[src/rtl/core/kdmc_pkg.sv]
// kdmc_pkg: shared types and constants for the knob deadband to midi cc block
// no dependencies; imported by every module of the block

package kdmc_pkg;

	localparam int SAMPLE_W = 10;
	localparam int CFG_IDX_W = 3;
	localparam int CFG_DATA_W = 10;
	localparam int QUEUE_DEPTH = 4;
	localparam int QUEUE_AW = $clog2(QUEUE_DEPTH);
	localparam int QUEUE_CW = $clog2(QUEUE_DEPTH + 1);

	localparam logic [CFG_IDX_W-1:0] CFG_DEADBAND = 3'd0;
	localparam logic [CFG_IDX_W-1:0] CFG_BANK_COUNT = 3'd1;
	localparam logic [CFG_IDX_W-1:0] CFG_CC_STATUS = 3'd2;
	localparam logic [CFG_IDX_W-1:0] CFG_SWITCH_CTRL = 3'd3;
	localparam logic [CFG_IDX_W-1:0] CFG_SWITCH_VALUE = 3'd4;
	localparam logic [CFG_IDX_W-1:0] CFG_VOLUME_CTRL = 3'd5;
	localparam logic [CFG_IDX_W-1:0] CFG_DIAL_BASE = 3'd6;

	localparam logic [9:0] RST_DEADBAND = 10'd5;
	localparam logic [3:0] RST_BANK_COUNT = 4'd3;
	localparam logic [7:0] RST_CC_STATUS = 8'd176;
	localparam logic [6:0] RST_SWITCH_CTRL = 7'd1;
	localparam logic [6:0] RST_SWITCH_VALUE = 7'd127;
	localparam logic [6:0] RST_VOLUME_CTRL = 7'd2;
	localparam logic [6:0] RST_DIAL_BASE = 7'd3;

	localparam logic [6:0] CC_VALUE_MAX = 7'd127;

	typedef enum logic [1:0] {
		FUNC_DIAL = 2'd0,
		FUNC_VOLUME = 2'd1,
		FUNC_ENCODER = 2'd2,
		FUNC_SWITCH = 2'd3
	} func_t;

	typedef enum logic [1:0] {
		OP_DIAL = 2'd0,
		OP_VOLUME = 2'd1,
		OP_FIXED = 2'd2
	} op_t;

	typedef struct packed {
		logic [9:0] deadband;
		logic [3:0] bank_count;
		logic [7:0] cc_status;
		logic [6:0] switch_ctrl;
		logic [6:0] switch_value;
		logic [6:0] volume_ctrl;
		logic [6:0] dial_base;
	} cfg_t;

	typedef struct packed {
		op_t op;
		logic [6:0] ctrl;
		logic [SAMPLE_W-1:0] smp;
	} cmd_t;

	typedef struct packed {
		logic full;
		logic empty;
	} queue_status_t;

endpackage

[src/rtl/core/kdmc_front.sv]
// kdmc_front: accepts events, applies deadband and encoder bank logic
// depends on kdmc_pkg; pushes message commands into kdmc_queue

module kdmc_front import kdmc_pkg::*; #(
	parameter int NUM_DIALS = 10
) (
	input  logic                clk,
	input  logic                arst_n,
	input  cfg_t                cfg,
	input  logic                accept,
	input  logic [1:0]          func,
	input  logic [3:0]          dial_index,
	input  logic [SAMPLE_W-1:0] sample,
	input  logic                step_forward,
	input  logic                switch_level,
	output logic                push,
	output cmd_t                cmd
);

	localparam int DW = (NUM_DIALS > 1) ? $clog2(NUM_DIALS) : 1;

	logic [SAMPLE_W-1:0] dial_last_q [NUM_DIALS];
	logic [SAMPLE_W-1:0] volume_last_q;
	logic [4:0]          hc_q;
	logic [3:0]          bank_q;
	logic                switch_prev_q;

	logic                dial_ok;
	logic [DW-1:0]       dsel;
	logic [SAMPLE_W-1:0] dial_last;
	logic                dial_moved;
	logic                vol_moved;
	logic [3:0]          banks;
	logic [4:0]          two_b;
	logic [4:0]          hc_next;
	logic                rising;
	logic [9:0]          dial_sum;
	func_t               fn;

	function automatic logic moved(input logic [SAMPLE_W-1:0] now,
			input logic [SAMPLE_W-1:0] last, input logic [9:0] band);
		logic [SAMPLE_W-1:0] d;
		d = (now > last) ? now - last : last - now;
		return d > band;
	endfunction

	// restoring remainder, quotient fits four bits
	function automatic logic [4:0] mod_small(input logic [5:0] a, input logic [4:0] m);
		logic [9:0] r;
		r = 10'(a);
		for (int i = 3; i >= 0; i--) begin
			if (r >= (10'(m) << i)) begin
				r = r - (10'(m) << i);
			end
		end
		return r[4:0];
	endfunction

	always_comb begin
		fn = func_t'(func);
		dial_ok = {1'b0, dial_index} < 5'(NUM_DIALS);
		dsel = dial_index[DW-1:0];
		dial_last = dial_ok ? dial_last_q[dsel] : '0;
		dial_moved = moved(sample, dial_last, cfg.deadband);
		vol_moved = moved(sample, volume_last_q, cfg.deadband);
		banks = (cfg.bank_count == 4'd0) ? 4'd1 : cfg.bank_count;
		two_b = {banks, 1'b0};
		if (step_forward) begin
			hc_next = mod_small(6'(hc_q) + 6'd1, two_b);
		end else if (hc_q == 5'd0) begin
			hc_next = two_b - 5'd2;
		end else begin
			hc_next = hc_q - 5'd1;
		end
		rising = switch_level & ~switch_prev_q;
		dial_sum = 10'(cfg.dial_base) + 10'(dial_index) + 10'(bank_q) * 10'(NUM_DIALS);

		push = 1'b0;
		cmd.op = OP_FIXED;
		cmd.ctrl = cfg.switch_ctrl;
		cmd.smp = SAMPLE_W'(cfg.switch_value);
		case (fn)
			FUNC_DIAL: begin
				push = accept & dial_ok & dial_moved;
				cmd.op = OP_DIAL;
				cmd.ctrl = dial_sum[6:0];
				cmd.smp = sample;
			end
			FUNC_VOLUME: begin
				push = accept & vol_moved;
				cmd.op = OP_VOLUME;
				cmd.ctrl = cfg.volume_ctrl;
				cmd.smp = sample;
			end
			FUNC_SWITCH: begin
				push = accept & rising;
			end
			default: begin
				push = 1'b0;
			end
		endcase
	end

	always_ff @(posedge clk or negedge arst_n) begin
		if (!arst_n) begin
			for (int i = 0; i < NUM_DIALS; i++) begin
				dial_last_q[i] <= '0;
			end
			volume_last_q <= '0;
			hc_q <= '0;
			bank_q <= '0;
			switch_prev_q <= 1'b0;
		end else if (accept) begin
			case (fn)
				FUNC_DIAL: begin
					if (dial_ok && dial_moved) begin
						dial_last_q[dsel] <= sample;
					end
				end
				FUNC_VOLUME: begin
					if (vol_moved) begin
						volume_last_q <= sample;
					end
				end
				FUNC_ENCODER: begin
					hc_q <= hc_next;
					bank_q <= hc_next[4:1];
				end
				FUNC_SWITCH: begin
					switch_prev_q <= switch_level;
					if (rising) begin
						hc_q <= '0;
					end
				end
				default: begin
					hc_q <= hc_q;
				end
			endcase
		end
	end

endmodule

[src/rtl/core/kdmc_queue.sv]
// kdmc_queue: short command queue between front and back
// depends on kdmc_pkg for the command type and depth

module kdmc_queue import kdmc_pkg::*; (
	input  logic          clk,
	input  logic          arst_n,
	input  logic          push,
	input  cmd_t          push_cmd,
	input  logic          pop,
	output cmd_t          head,
	output queue_status_t status
);

	cmd_t                mem_q [QUEUE_DEPTH];
	logic [QUEUE_AW-1:0] wr_ptr_q;
	logic [QUEUE_AW-1:0] rd_ptr_q;
	logic [QUEUE_CW-1:0] count_q;

	always_comb begin
		head = mem_q[rd_ptr_q];
		status.full = (count_q == QUEUE_CW'(QUEUE_DEPTH));
		status.empty = (count_q == '0);
	end

	always_ff @(posedge clk) begin
		if (push) begin
			mem_q[wr_ptr_q] <= push_cmd;
		end
	end

	always_ff @(posedge clk or negedge arst_n) begin
		if (!arst_n) begin
			wr_ptr_q <= '0;
			rd_ptr_q <= '0;
			count_q <= '0;
		end else begin
			if (push) begin
				wr_ptr_q <= wr_ptr_q + 1'b1;
			end
			if (pop) begin
				rd_ptr_q <= rd_ptr_q + 1'b1;
			end
			if (push && !pop) begin
				count_q <= count_q + 1'b1;
			end else if (pop && !push) begin
				count_q <= count_q - 1'b1;
			end
		end
	end

endmodule

[src/rtl/core/kdmc_back.sv]
// kdmc_back: scales samples to 7 bits and holds the outgoing message beat
// depends on kdmc_pkg; pops commands from kdmc_queue

module kdmc_back import kdmc_pkg::*; #(
	parameter int SAMPLE_MAX = 1023
) (
	input  logic       clk,
	input  logic       arst_n,
	input  logic [7:0] cc_status,
	input  cmd_t       head,
	input  logic       empty,
	output logic       pop,
	output logic       out_valid,
	input  logic       out_stall,
	output logic [7:0] status_byte,
	output logic [6:0] data_first,
	output logic [6:0] data_second
);

	// exact floor(p / SAMPLE_MAX) by reciprocal, p below 2**PW
	localparam int PW = SAMPLE_W + 7;
	localparam int MW = $clog2(SAMPLE_MAX + 1);
	localparam int K = PW + MW;
	localparam longint RECIP = ((64'd1 << K) + SAMPLE_MAX - 1) / SAMPLE_MAX;
	localparam int RW = K - 7;
	localparam int XW = PW + RW;

	logic                valid_s1;
	op_t                 op_s1;
	logic [6:0]          ctrl_s1;
	logic [6:0]          fixed_s1;
	logic [XW-1:0]       prod_s1;

	logic                out_valid_q;
	logic [7:0]          status_q;
	logic [6:0]          first_q;
	logic [6:0]          second_q;

	logic                out_adv;
	logic                s1_adv;
	logic [SAMPLE_W-1:0] clamped;
	logic [PW-1:0]       scaled;
	logic [6:0]          quot;
	logic [6:0]          value;

	always_comb begin
		out_adv = !out_valid_q || !out_stall;
		s1_adv = !valid_s1 || out_adv;
		pop = !empty && s1_adv;
		clamped = ({3'b000, head.smp} > 13'(SAMPLE_MAX)) ?
			SAMPLE_W'(SAMPLE_MAX) : head.smp;
		scaled = {clamped, 7'b0000000} - PW'(clamped);
		quot = prod_s1[K+6:K];
		case (op_s1)
			OP_DIAL: value = CC_VALUE_MAX - quot;
			OP_VOLUME: value = quot;
			OP_FIXED: value = fixed_s1;
			default: value = fixed_s1;
		endcase
	end

	always_ff @(posedge clk) begin
		if (pop) begin
			op_s1 <= head.op;
			ctrl_s1 <= head.ctrl;
			fixed_s1 <= head.smp[6:0];
			prod_s1 <= XW'(scaled) * XW'(RW'(RECIP));
		end
		if (valid_s1 && out_adv) begin
			status_q <= cc_status;
			first_q <= ctrl_s1;
			second_q <= value;
		end
	end

	always_ff @(posedge clk or negedge arst_n) begin
		if (!arst_n) begin
			valid_s1 <= 1'b0;
			out_valid_q <= 1'b0;
		end else begin
			if (s1_adv) begin
				valid_s1 <= pop;
			end
			if (out_adv) begin
				out_valid_q <= valid_s1;
			end
		end
	end

	assign out_valid = out_valid_q;
	assign status_byte = status_q;
	assign data_first = first_q;
	assign data_second = second_q;

endmodule

[src/rtl/core/knob_deadband_to_midi_cc.sv]
// knob_deadband_to_midi_cc: top level, configuration registers and block wiring
// depends on kdmc_pkg, kdmc_front, kdmc_queue and kdmc_back

// Takes one event per clock while in_stall is low: dial and volume samples,
// encoder steps and switch levels, and turns moved knobs and rising switch
// edges into midi control change messages. All state updates happen in the
// front in the cycle an event is accepted, so events may arrive every cycle
// with no gaps. A message passes through the queue, the scaling multiply
// register and the output register on its way out; a four-entry queue lets
// the output stall while events keep flowing, and in_stall rises only when
// that queue is full. Configuration writes are always taken (cfg_ready is
// tied high) and must be made while no message is pending.

module knob_deadband_to_midi_cc import kdmc_pkg::*; #(
	parameter int NUM_DIALS = 10,
	parameter int SAMPLE_MAX = 1023
) (
	input  logic                  clk,
	input  logic                  arst_n,
	input  logic                  cfg_valid,
	output logic                  cfg_ready,
	input  logic [CFG_IDX_W-1:0]  cfg_index,
	input  logic [CFG_DATA_W-1:0] cfg_data,
	input  logic                  in_valid,
	output logic                  in_stall,
	input  logic [1:0]            func,
	input  logic [3:0]            dial_index,
	input  logic [SAMPLE_W-1:0]   sample,
	input  logic                  step_forward,
	input  logic                  switch_level,
	output logic                  out_valid,
	input  logic                  out_stall,
	output logic [7:0]            status_byte,
	output logic [6:0]            data_first,
	output logic [6:0]            data_second
);

	cfg_t          cfg_q;
	logic          accept;
	logic          push;
	logic          pop;
	cmd_t          push_cmd;
	cmd_t          head;
	queue_status_t qst;

	assign cfg_ready = 1'b1;
	assign in_stall = qst.full;
	assign accept = in_valid && !in_stall;

	always_ff @(posedge clk or negedge arst_n) begin
		if (!arst_n) begin
			cfg_q.deadband <= RST_DEADBAND;
			cfg_q.bank_count <= RST_BANK_COUNT;
			cfg_q.cc_status <= RST_CC_STATUS;
			cfg_q.switch_ctrl <= RST_SWITCH_CTRL;
			cfg_q.switch_value <= RST_SWITCH_VALUE;
			cfg_q.volume_ctrl <= RST_VOLUME_CTRL;
			cfg_q.dial_base <= RST_DIAL_BASE;
		end else if (cfg_valid && cfg_ready) begin
			case (cfg_index)
				CFG_DEADBAND: cfg_q.deadband <= cfg_data;
				CFG_BANK_COUNT: cfg_q.bank_count <= cfg_data[3:0];
				CFG_CC_STATUS: cfg_q.cc_status <= cfg_data[7:0];
				CFG_SWITCH_CTRL: cfg_q.switch_ctrl <= cfg_data[6:0];
				CFG_SWITCH_VALUE: cfg_q.switch_value <= cfg_data[6:0];
				CFG_VOLUME_CTRL: cfg_q.volume_ctrl <= cfg_data[6:0];
				CFG_DIAL_BASE: cfg_q.dial_base <= cfg_data[6:0];
				default: cfg_q <= cfg_q;
			endcase
		end
	end

	kdmc_front #(
		.NUM_DIALS(NUM_DIALS)
	) u_front (
		.clk(clk),
		.arst_n(arst_n),
		.cfg(cfg_q),
		.accept(accept),
		.func(func),
		.dial_index(dial_index),
		.sample(sample),
		.step_forward(step_forward),
		.switch_level(switch_level),
		.push(push),
		.cmd(push_cmd)
	);

	kdmc_queue u_queue (
		.clk(clk),
		.arst_n(arst_n),
		.push(push),
		.push_cmd(push_cmd),
		.pop(pop),
		.head(head),
		.status(qst)
	);

	kdmc_back #(
		.SAMPLE_MAX(SAMPLE_MAX)
	) u_back (
		.clk(clk),
		.arst_n(arst_n),
		.cc_status(cfg_q.cc_status),
		.head(head),
		.empty(qst.empty),
		.pop(pop),
		.out_valid(out_valid),
		.out_stall(out_stall),
		.status_byte(status_byte),
		.data_first(data_first),
		.data_second(data_second)
	);

`ifndef ASSERT_OFF
	a_no_overflow: assert property (@(posedge clk) disable iff (!arst_n)
		qst.full |-> !push)
		else $error("queue written while full");

	a_no_underflow: assert property (@(posedge clk) disable iff (!arst_n)
		qst.empty |-> !pop)
		else $error("queue read while empty");

	a_push_fills: assert property (@(posedge clk) disable iff (!arst_n)
		push && !pop |=> !qst.empty)
		else $error("queue empty after a beat was written");
`endif

endmodule

[config.mk]
export PLATFORM = sky130hd
export DESIGN_NAME = knob_deadband_to_midi_cc
export DESIGN_NICKNAME = d
export VERILOG_FILES = /design/src/rtl/core/kdmc_pkg.sv /design/src/rtl/core/kdmc_front.sv /design/src/rtl/core/kdmc_queue.sv /design/src/rtl/core/kdmc_back.sv /design/src/rtl/core/knob_deadband_to_midi_cc.sv
export SDC_FILE = /design/constraint.sdc
export NUM_CORES = 1
export LEC_CHECK = 0
export ABC_AREA = 1
export ABC_CLOCK_PERIOD_IN_PS = 8000
export BUFFER_PORTS_ARGS = -buffer_cell sky130_fd_sc_hd__clkbuf_2
export CORE_ASPECT_RATIO = 0.5
export CORE_UTILIZATION = 34
export DETAILED_ROUTE_END_ITERATION = 8
export GPL_TIMING_DRIVEN = 1
export SLEW_MARGIN = 20
export SYNTH_ARGS = -nofsm -noshare
export SYNTH_HDL_FRONTEND = slang
export SYNTH_SLANG_ARGS = --single-unit
[constraint.sdc]
create_clock -name clk -period 8 [get_ports clk]
set_input_delay 0.4 -clock clk [delete_from_list [all_inputs] [get_ports clk]]
set_output_delay 0.4 -clock clk [all_outputs]
set_load 0.01 [all_outputs]
# Word level (Yosys, flattened, before mapping)
# Memory sizes are Yosys's and may differ from the RTL's.
# Cells that the tools add are included.
totals:
  register_bits: 251
  mem_bits_rw: 76
  inputBits: 36
  out_inout_bits: 25
  elab_cells: 149
  n_memories: 1
classes:
  add_sub_neg: 19
  n_mul: 2
  order_cmp: 11
  n_eq_ne: 12
  mux: 28
  bitwise_logic: 7
  n_reduce_logical: 36
memory_table:
  columns: ["memory", "words", "width", "rd", "rd_ports_with_merged_regs", "write_ports", "line", "text"]
  rows:
  - ["u_queue.mem_q", 4, 19, 1, 0, 1, "kdmc_queue.sv:14", "cmd_t mem_q [QUEUE_DEPTH];"]
ops:
  columns: ["cell", "n"]
  rows:
  - ["$mux W10", 12]
  - ["$bwmux W100", 1]
  - ["$bmux W10 S4", 1]
  - ["$demux W10 S4", 1]
  - ["$gt A10 B10 Y1", 4]
  - ["$sub A10 B10 Y10", 4]
  - ["$pmux W19 S2", 1]
  - ["$mul A17 B18 Y34 const B", 1]
  - ["$mux W5", 4]
  - ["$reduce_and A2 Y1", 9]
  - ["$sub A17 B10 Y17", 1]
  - ["$pmux W7 S2", 1]
  - ["$eq A3 B3 Y1 const B", 4]
  - ["$ge A10 B5 Y1", 1]
  - ["$ge A10 B6 Y1", 1]
  - ["$ge A10 B7 Y1", 1]
  - ["$pmux W5 S2", 1]
  - ["$sub A10 B6 Y10", 1]
  - ["$sub A10 B7 Y10", 1]
  - ["$reduce_and A3 Y1", 3]
  - ["$sub A6 B8 Y9", 1]
  - ["$ge A6 B8 Y1", 1]
  - ["$add A7 B4 Y7", 1]
  - ["$add A7 B7 Y7", 1]
  - ["32 further kinds", 58]

# Depth between registers and ports, before layout
# Gate-level depths: netlist of the first run.
logic_depth:
  depth_word: 15
  mapped_depth: 45
  ltp_nobuf: 45

# By module
# From an unflattened synthesis of the first run, not the netlist that was laid out.
hier_totals:
  cells_unflattened: 2062
  hier_area_um2: 17914.7
by_module_without_submodules:
  columns: ["module", "n_inst", "cells_each", "area_each_um2", "seq_area_each_um2"]
  rows:
  - ["kdmc_front", 1, 1224, 9011.1, 3002.9]
  - ["kdmc_queue", 1, 270, 3554.7, 2457.4]
  - ["kdmc_back", 1, 336, 3293.2, 1401.3]
  - ["knob_deadband_to_midi_cc", 1, 232, 2055.7, 1273.7]

# Worst setup path before layout of the first run
# No wires, ideal clock.
synth_timing:
  path_kind: "flip-flop to flip-flop"
  startpoint: "reg u_front.hc_q[0]"
  endpoint: "reg u_front.bank_q[0]"
  setup_time_ps: 118
  arrival_time_ps: 5837
  t_required_ps: 7882
  slack_ps: 2045
  stages_incl_launch_ff: 44
  n_path_buf: 0
  synth_period_minus_slack_ps: 5955
  cell_sequence: "dfrtp_1 > ha_1 > nand3_1 > xor2_1 > ha_1 > nand2_1 > inv_1 > nand2_1 > nor2_2 > nand3_4 > nand2_4 > nand2_1 > o21ai_1 > inv_1 > ha_1 > a21oi_1 > o21ai_0 > nand2_1 > [... 8 more ...] > inv_1 > nand2_2 > nor2_4 > nand2_2 > nand2_1 > nand2_1 > inv_1 > ha_1 > nand2_1 > nor2_1 > a211oi_1 > nor2_1 > nor3_1 > nand3_1 > nand3_1 > nand2_1 > nand2_1 > nand2_1"
synth_via:
  elab_chain_len: 13
  word_cells_on_any_way: 20
  cone_classes: "6 x add/sub; 4 x order compare; 9 x mux; 1 x reduce/logical"
synth_lines:
  columns: ["item", "line", "text"]
  rows:
  - ["start, declared", "kdmc_front.sv:24", "logic [4:0] hc_q;"]
  - ["start signal, assigned", "kdmc_front.sv:126", "hc_q <= hc_next;"]
  - ["start signal, assigned", "kdmc_front.sv:136", "hc_q <= hc_q;"]
  - ["$add A5 B1 Y6", "kdmc_front.sv:69", "hc_next = mod_small(6'(hc_q) + 6'd1, two_b);"]
  - ["$sub A6 B8 Y9 or $ge A6 B8 Y1 (tied branches)", "kdmc_front.sv:53, kdmc_front.sv:52", null]
  - ["$mux W10", "kdmc_front.sv:52", "if (r >= (10'(m) << i)) begin"]
  - ["$mux W10", "kdmc_front.sv:68", "if (step_forward) begin"]
  - ["$sub A10 B7 Y10 or $ge A10 B7 Y1 (tied branches)", "kdmc_front.sv:53, kdmc_front.sv:52", null]
  - ["$mux W10", "kdmc_front.sv:52", null]
  - ["$mux W10", "kdmc_front.sv:68", null]
  - ["$sub A10 B6 Y10 or $ge A10 B6 Y1 (tied branches)", "kdmc_front.sv:53, kdmc_front.sv:52", null]
  - ["$mux W10", "kdmc_front.sv:52", null]
  - ["$mux W10", "kdmc_front.sv:68", null]
  - ["$ge A10 B5 Y1 or $sub A5 B5 Y5 (tied branches)", "kdmc_front.sv:52, kdmc_front.sv:53", null]
  - ["$mux W5", "kdmc_front.sv:52", null]
  - ["$mux W5 *", "kdmc_front.sv:68", null]
  - ["end signal, assigned", "kdmc_front.sv:127", "bank_q <= hc_next[4:1];"]
  - ["end, declared", "kdmc_front.sv:25", "logic [3:0] bank_q;"]
# Mark *: on every way between the ends. The rest lies on a longest branch, timed or not. The select of a mux whose other input is x is not followed.
# A chain may end at the register's enable or synchronous reset.

# Worst setup path after layout of the first run
layout_timing:
  startpoint: "reg cfg_q[37] in the netlist's numbering"
  endpoint: "reg u_front.hc_q[3]"
layout_via:
  elab_chain_len: 15
  word_cells_on_any_way: 21
  cone_classes: "5 x add/sub; 4 x order compare; 11 x mux; 1 x reduce/logical"
layout_lines:
  columns: ["item", "line", "text"]
  rows:
  - ["start, declared", "knob_deadband_to_midi_cc.sv:38", "cfg_t cfg_q;"]
  - ["start signal, assigned", "knob_deadband_to_midi_cc.sv:68", "default: cfg_q <= cfg_q;"]
  - ["$logic_not A4 Y1", "kdmc_front.sv:66", "banks = (cfg.bank_count == 4'd0) ? 4'd1 : cfg.bank_count;"]
  - ["$mux W4 *", "kdmc_front.sv:66", null]
  - ["$sub A6 B8 Y9 or $ge A6 B8 Y1 (tied branches)", "kdmc_front.sv:53, kdmc_front.sv:52", null]
  - ["$mux W10", "kdmc_front.sv:52", null]
  - ["$mux W10", "kdmc_front.sv:68", null]
  - ["$sub A10 B7 Y10 or $ge A10 B7 Y1 (tied branches)", "kdmc_front.sv:53, kdmc_front.sv:52", null]
  - ["$mux W10", "kdmc_front.sv:52", null]
  - ["$mux W10", "kdmc_front.sv:68", null]
  - ["$sub A10 B6 Y10 or $ge A10 B6 Y1 (tied branches)", "kdmc_front.sv:53, kdmc_front.sv:52", null]
  - ["$mux W10", "kdmc_front.sv:52", null]
  - ["$mux W10", "kdmc_front.sv:68", null]
  - ["$ge A10 B5 Y1 or $sub A5 B5 Y5 (tied branches)", "kdmc_front.sv:52, kdmc_front.sv:53", null]
  - ["$mux W5", "kdmc_front.sv:52", null]
  - ["$mux W5 *", "kdmc_front.sv:68", null]
  - ["$pmux W5 S2 *", "kdmc_front.sv:114", "case (fn)"]
# Marks and branches as above.

==> results.md, run 1 <==
* Root Driver: clkbuf_16
* Syn Area/Cell at 9.129 sq um
* Number of filler cells placed in the layout at 4916
* Worst Setup Start Kind: register
* Site row count at 57
* DR pass1 iterations at 5
* Post-DRT Antenna Nets at 0
* Post-route met1 wirelength at 19510 um
* Register area at 0.008135 sq mm
* Global-route wire length before repair at 65870 um
* 1st-iter DRT viols at 1053
* Finished Layout Cells at 2591
* Met3 WL at 1731 um
* CTS tree: built
* Die width at 320.2 um
* Leak at 8.830 nW
* Total GRT Usage at 0.1585
* Crit path capture type: register
* Synthesized net count at 2088
* WP data required at 8.43 ns
* Most used flip-flop cell after synthesis: dfrtp_1
* Vias in the first global route at 12409
* Register area share after synthesis at 0.4728
* Starting Density at 0.3497
* Final setup margin at 1.150 ns
* Core area at 0.04921 sq mm
* WL per Instance at 15.61 um
* Num CTS Buffers at 28
* Max-Slew Margin vs Limit at 0.3530
* GPL Wtd Cong at 0.8779
* Yosys top cell area share at 0.2341
* Largest net degree at the start of global routing at 106
* Reg clk slew, reported paths at 0.07 ns
* Maximum vdd ir drop at 224.5 uV
* Max clock buf depth at 3
* Area of the multi-input gates at 0.008013 sq mm
* R2r setup slk at 1.15 ns
* Highest metal used: met4
* Synth area leaders: dfrtp_1 (23%), edfxtp_1 (21%), ha_1 (11%), nand2_1 (10%), o21ai_0 (6.5%)
* Setup Skew at 0.02510 ns
* Netlist cell types at 68
* Synth Register Bits at 300
* Share of cells above drive strength 1 at 0.1107
* Placed cells at 2537
* Crit path max-delay cell type: dfstp_2
* Final hold violations at 0
* Worst slack, placed at 1.167 ns
* Post-CTS sizing at 0
* Area grow syn2layout at 11.08%
* Die H at 161.1 um
* Count of port buffers added during placement at 59
* Ant diodes at 0
* Die Area at 0.05157 sq mm
* Critical path class: reg -> reg
* Count leader, synth: nand2_1
* Clk sinks at 300
* Worst Tran Pin Value at 0.9705 ns
* Fin nets at 2123
* Clk Latency, worst-skew pair at 0.56 ns
* Unrepaired setup endpoints after global routing: no
* Io pins at 61
* Worst min path class: in -> reg
* Fin crit period at 6.850 ns
* CP peak stage delay at 0.63 ns
* Sum Neg Setup Slack at 0 ns
* CP dominant cell by count: nand2_1
* DR vias/cell at 4.941
* Post-synthesis cell count at 1885
* Met2 wire len at 18520 um
* Final Cycle Share at 0.8563
* Status: complete, no violations
* Max Clk Rate at 146.0 MHz
* Max-slew violations at 0
* Post-synth ARST share at 0.5967
* Final wirelength at 40440 um
* Mapped Area at 0.01721 sq mm
* Detailed-route via count at 12802
* Final Power at 8.302 mW
* CP Max Fanout at 7
* PwrDens at 434.3 mW/mm^2
* Post-synth top area cell: dfrtp_1
* GRT overflow at 0
* Drc violations at 0
* Crit path DAT at 7.28 ns
* Number of flops mapped to enable cells by yosys at 121
* Final setup vio count at 0
* Hpwl dp at 29020 um
* # H-tree levels at 1
* Number of synthesis warnings at 0
* Max-cap violation count at 0
* Synth cell count leaders: nand2_1 (463), o21ai_0 (222), inv_1 (186), dfrtp_1 (161), ha_1 (151)
* Initial antenna violation count at 0
cells by family (layout without fill, tap and decap cells):
group,Yosys count,after routing,share of synthesized area
AND/OR/NAND/NOR,710,710,0.1781
adder cells (fa/ha/maj),167,167,0.1284
multiplexers,4,4,0.002399
XOR/XNOR,51,51,0.03010
other,1,1,0.0002179
flip-flops,300,300,0.4728
buffers and inverters,271,328,0.06173
AO/OA/AOI/OAI,381,381,0.1263
path summary, 6_finish.rpt:
check                                        from                       end  cells past startpoint
worst min register to register  u_back.ctrl_s1[1]      u_back.data_first[1]                      0
worst max-delay path                    cfg_q[37]           u_front.hc_q[3]                     43
min in group asynchronous                  arst_n  u_front.volume_last_q[8]                      2
max in group asynchronous                  arst_n   u_front.dial_last_q[94]                      4
worst min-delay path                  cfg_data[7]                 cfg_q[35]                      3
worst max register to register          cfg_q[37]           u_front.hc_q[3]                     43
flip-flops by register name, summed over array words and instances (netlist names), 2 cells and up:
signal and count:
u_back.ctrl_s1 7, u_back.status_byte 8, u_back.data_second 7, u_queue.wr_ptr_q 2
u_queue.count_q 3, u_queue.rd_ptr_q 2, u_back.data_first 7, u_front.volume_last_q 10
u_queue.mem_q 76, u_back.fixed_s1 7, cfg_q 50, u_front.bank_q 4
u_back.op_s1 2, u_front.dial_last_q 100, u_front.hc_q 5, u_back.prod_s1 7
critical path: cells and delay by family, from the launching register on:
kind                       cells  cell delay [ns]
AOI/OAI and AO/OA              7             1.31
adders and majority gates      4             1.40
buffers and inverters          7             0.72
DFF                            1             0.63
and+or+nand+nor               25             2.64
per-stage QoR:
| step | hold slack [ns] | area [sq um] | util |
|---|---|---|---|
| 2_1_floorplan | 0.1044 | 17210 | - |
| 3_3_place_gp | 0.4050 | 18130 | 0.3685 |
| 3_5_place_dp | 0.4066 | 18130 | 0.3685 |
| 4_1_cts | 0.007782 | 19080 | 0.3877 |
| 5_1_grt | 0.04843 | 19110 | 0.3884 |
| 6_report | 0.06089 | 19110 | 0.3884 |
where the power goes:
group	internal [mW]	total (mW)	leakage, nW	switching, mW
Sequential	2.03	2.23	3.47	0.198
Clock	0.773	1.36	0.465	0.584
Combinational	1.81	4.72	4.89	2.90
cells in the final DEF (no fill, tap or decap), types with 33 or more instances in the layout:
cell type,synthesis,layout
inv_1,186,186
edfxtp_1,121,121
o21ai_0,222,222
dfrtp_1,161,161
ha_1,151,151
nor2_1,97,96
xor2_1,33,33
clkbuf_2,0,58
a21oi_1,61,61
nand2_1,463,463
nand3_1,55,55
per-layer routing:
metal	track usage	up-vias
met4	0.03001	0
li1	-	6393
met2	0.2601	246
met1	0.2249	6111
met3	0.02119	52
met5	0	-
cell type report:
cell class / count / area share
inverter: 198 / 0.03901
clock inverter: 10 / 0.004582
multi-input combinational: 1314 / 0.4192
timing repair buffer: 78 / 0.02442
sequential: 300 / 0.4256
clock buffer: 42 / 0.04471
tap: 649 / 0.04248
what timing repair did:
action / CTS / global route
endpoints found under the hold margin: 0 / 38
buffers inserted: 0 / 0
hold buffers: 0 / 1
(Power assumes the default switching activity.)
==> run 2, diff against run 1 <==
--- a/config.mk
+++ b/config.mk
@@ -5,7 +5,6 @@
 export SDC_FILE = /design/constraint.sdc
 export NUM_CORES = 1
 export LEC_CHECK = 0
-export ABC_AREA = 1
 export ABC_CLOCK_PERIOD_IN_PS = 8000
 export BUFFER_PORTS_ARGS = -buffer_cell sky130_fd_sc_hd__clkbuf_2
 export CORE_ASPECT_RATIO = 0.5
==> run 2 against run 1 <==
Synthesized cell count shrank 27%. Sequential cell count is the same. Non-clock buffer count grew 2. Register-to-register slack lost 0.68 ns. Combinational power shrank 13%. Global-route usage shrank 1.7 points. Maximum frequency shrank 9.1%. Cell count shrank 18%. Clock skew shrank 0.013 ns. Largest power group unchanged.
==> results.md, run 2 <==
* Status: complete, no violations
* Unrepaired setup endpoints after global routing: no
* Most used flip-flop cell after synthesis: dfrtp_1
* Final setup vio count at 0 (unchanged)
* Final wirelength at 36050 um (-11%)
* WP data required at 8.46 ns (+0.03 ns)
* Syn Area/Cell at 12.59 sq um (+38%)
* Crit path max-delay cell type: dfstp_2
* Max-cap violation count at 0 (unchanged)
* Count leader, synth: dfrtp_1
* Fin crit period at 7.533 ns (+0.6828 ns)
* WL per Instance at 16.91 um (+8.3%)
* Num CTS Buffers at 30 (+7.1%)
* Hold path cells at 3 (unchanged)
* Max clock buf depth at 3 (unchanged)
* Hold slack at 0.03808 ns (-0.02281 ns)
* Synthesized net count at 1573 (-25%)
* Worst min path class: in -> reg
* Mapped Area at 0.01725 sq mm (+0.23%)
* Setup Skew at 0.01199 ns (-0.01311 ns)
* Max Clk Rate at 132.8 MHz (-9.1%)
* Drc violations at 0 (unchanged)
* Synth Register Bits at 300 (unchanged)
* CTS tree: built
* Die Area at 0.05169 sq mm (+0.23%)
* Starting Density at 0.3500 (about the same)
* Site row count at 57 (unchanged)
* Yosys top cell area share at 0.2336 (-0.0005435)
* CP dominant cell by count: a21o_1
* Max reg flops at 100 (unchanged)
* CP peak stage delay at 0.62 ns (about the same)
* Crit path DAT at 7.99 ns (+0.71 ns)
* Number of filler cells placed in the layout at 4705 (-4.3%)
* Io pins at 61 (unchanged)
* CP Max Fanout at 9 (+2)
* 1st-iter DRT viols at 664 (-37%)
* PwrDens at 397.4 mW/mm^2 (-8.5%)
* Commonest non-fill, non-tap cell in the layout: dfrtp_1
* Initial antenna violation count at 2 (+2)
* Netlist cell types at 80 (+18%)
* Registers with the most flip-flops: u_front.dial_last_q (100), u_queue.mem_q (76), cfg_q (50)
* Core area at 0.04928 sq mm (+0.14%)
* Final hold violations at 0 (unchanged)
* Final Cycle Share at 0.9416 (+0.08535)
* Area after DPL at 0.01836 sq mm (+1.2%)
* Hpwl dp at 26210 um (-9.7%)
* Post-synth top area cell: dfrtp_1
* Die H at 161.3 um (+0.11%)
* Share of cells above drive strength 1 at 0.2514 (+0.1407)
* Register area share after synthesis at 0.4717 (-0.001097)
* Maximum vdd ir drop at 195.1 uV (-13%)
* Number of flops mapped to enable cells by yosys at 121 (unchanged)
* Vias in the first global route at 10847 (-13%)
* Global-route wire length before repair at 58900 um (-11%)
* Worst Tran Pin Value at 0.9725 ns (+0.001946 ns)
* Clk Latency, worst-skew pair at 0.57 ns (about the same)
* Die width at 320.5 um (+0.12%)
* Worst Setup Start Kind: register
* Synth area leaders: dfrtp_1 (23%), edfxtp_1 (21%), ha_1 (11%), mux2_2 (9.9%), mux4_2 (4.2%)
* # H-tree levels at 1 (unchanged)
* Final Instance Area at 0.01938 sq mm (+1.4%)
* Area grow syn2layout at 12.35%
* R2R cell count at 29 (-33%)
* Leak at 8.553 nW (-3.1%)
* Root Driver: clkbuf_16
* Synth cell count leaders: dfrtp_1 (161), ha_1 (151), mux2_2 (151), edfxtp_1 (121), inv_1 (97)
* Largest reg by FF count: u_front.dial_last_q
* Clk sinks at 300 (unchanged)
* Max-slew violations at 0 (unchanged)
* Detailed-route via count at 10535 (-18%)
* Post-synthesis cell count at 1370 (-27%)
* Sum Neg Setup Slack at 0 ns (unchanged)
* DR vias/cell at 4.941 (about the same)
* Post-synth ARST share at 0.5967 (unchanged)
* Fin nets at 1632 (-23%)
* Post-DRT Antenna Nets at 0 (unchanged)
* Crit path capture type: register
* Max-Slew Margin vs Limit at 0.3517 (-0.001298)
* Commonest non-fill, non-tap cells in the layout: dfrtp_1 (160), mux2_2 (151), ha_1 (150)
* GRT overflow at 0 (unchanged)
* Count of port buffers added during placement at 59 (unchanged)
* Total GRT Usage at 0.1416 (-0.01693)
* GPL Wtd Cong at 0.8358 (-4.8%)
* DR pass1 iterations at 5 (unchanged)
* Number of synthesis warnings at 0 (unchanged)
* Critical path class: reg -> reg
* Reg clk slew, reported paths at 0.06 ns (about the same)
* Largest net degree at the start of global routing at 105 (-0.94%)
* Setup Fix Bufs, Post-CTS at 0 (unchanged)
[run 2: path summary, 6_finish.rpt]
path / slack, ns / to / start
worst min-delay path: 0.04 / cfg_q[49] / cfg_data[9]
worst max register to register: 0.47 / u_front.bank_q[0] / cfg_q[37]
worst min register to register: 0.42 / u_back.data_first[4] / u_back.ctrl_s1[4]
min in group asynchronous: 0.47 / cfg_q[49] / arst_n
max in group asynchronous: 5.98 / u_front.hc_q[0] / arst_n
worst max-delay path: 0.47 / u_front.bank_q[0] / cfg_q[37]
[run 2: critical path, delay by kind of cell, from the launching register on]
family / cells / cell delay [ns]
buf+inv: 1 / 0.15
simple gates: 8 / 1.57
fa+ha+maj: 4 / 1.23
flops: 1 / 0.62
compound gates: 12 / 2.58
mux: 4 / 1.26
[run 2: cells by family (layout without fill, tap and decap cells)]
family          Yosys count  in the layout  share of synthesized area
fa+ha+maj               167            167                     0.1281
flops                   300            300                     0.4717
compound gates          212            212                    0.08117
buf+inv                 150            232                    0.03453
mux                     235            235                     0.1772
xor+xnor                 70             70                    0.03707
simple gates            235            235                    0.07000
other cells               1              3                  0.0002174
[run 2: power by group]
group          leakage [nW]  switching, mW  total [mW]  internal, mW
combinational          4.64           2.26        4.11          1.85
clock                 0.474          0.609        1.38         0.769
sequential             3.44          0.187        2.22          2.03
total                  8.55           3.05        7.70          4.65
[run 2: cell type report]
class | count | area (sq um) | share of cell area
multi-input cells | 920 | 8594 | 0.4435
clock buffers | 41 | 874.6 | 0.04513
inverters | 97 | 364.1 | 0.01879
flip-flops and latches | 300 | 8137 | 0.4199
diodes | 2 | 5.005 | 0.0002583
well taps | 678 | 848.3 | 0.04378
clock inverters | 14 | 91.34 | 0.004713
repair buffers | 80 | 464.2 | 0.02395
[run 2: repair_timing]
action	4_1_cts	5_1_grt
hold buffers	1	0
endpoints found under the setup margin	0	7
resized for setup	0	7
endpoints found under the hold margin	100	0
[run 2: stage by stage]
step	setup slack, ns	total power [mW]	util	cells
floorplan	0.5988	5.371	-	1370
global placement	0.3364	6.295	0.3724	2074
detailed placement	0.1134	6.348	0.3725	2074
CTS	0.06111	7.765	0.3923	2130
global route	0.003261	8.455	0.3932	2132
finish	0.4672	7.701	0.3932	2132
[run 2: routing by layer]
layer | track usage | vias to the layer above | part of all wire
li1 | - | 5135 | -
met4 | 0.03023 | 0 | 0.016
met1 | 0.1959 | 5251 | 0.48
met5 | 0 | - | 0
met2 | 0.2372 | 110 | 0.47
met3 | 0.01881 | 39 | 0.028
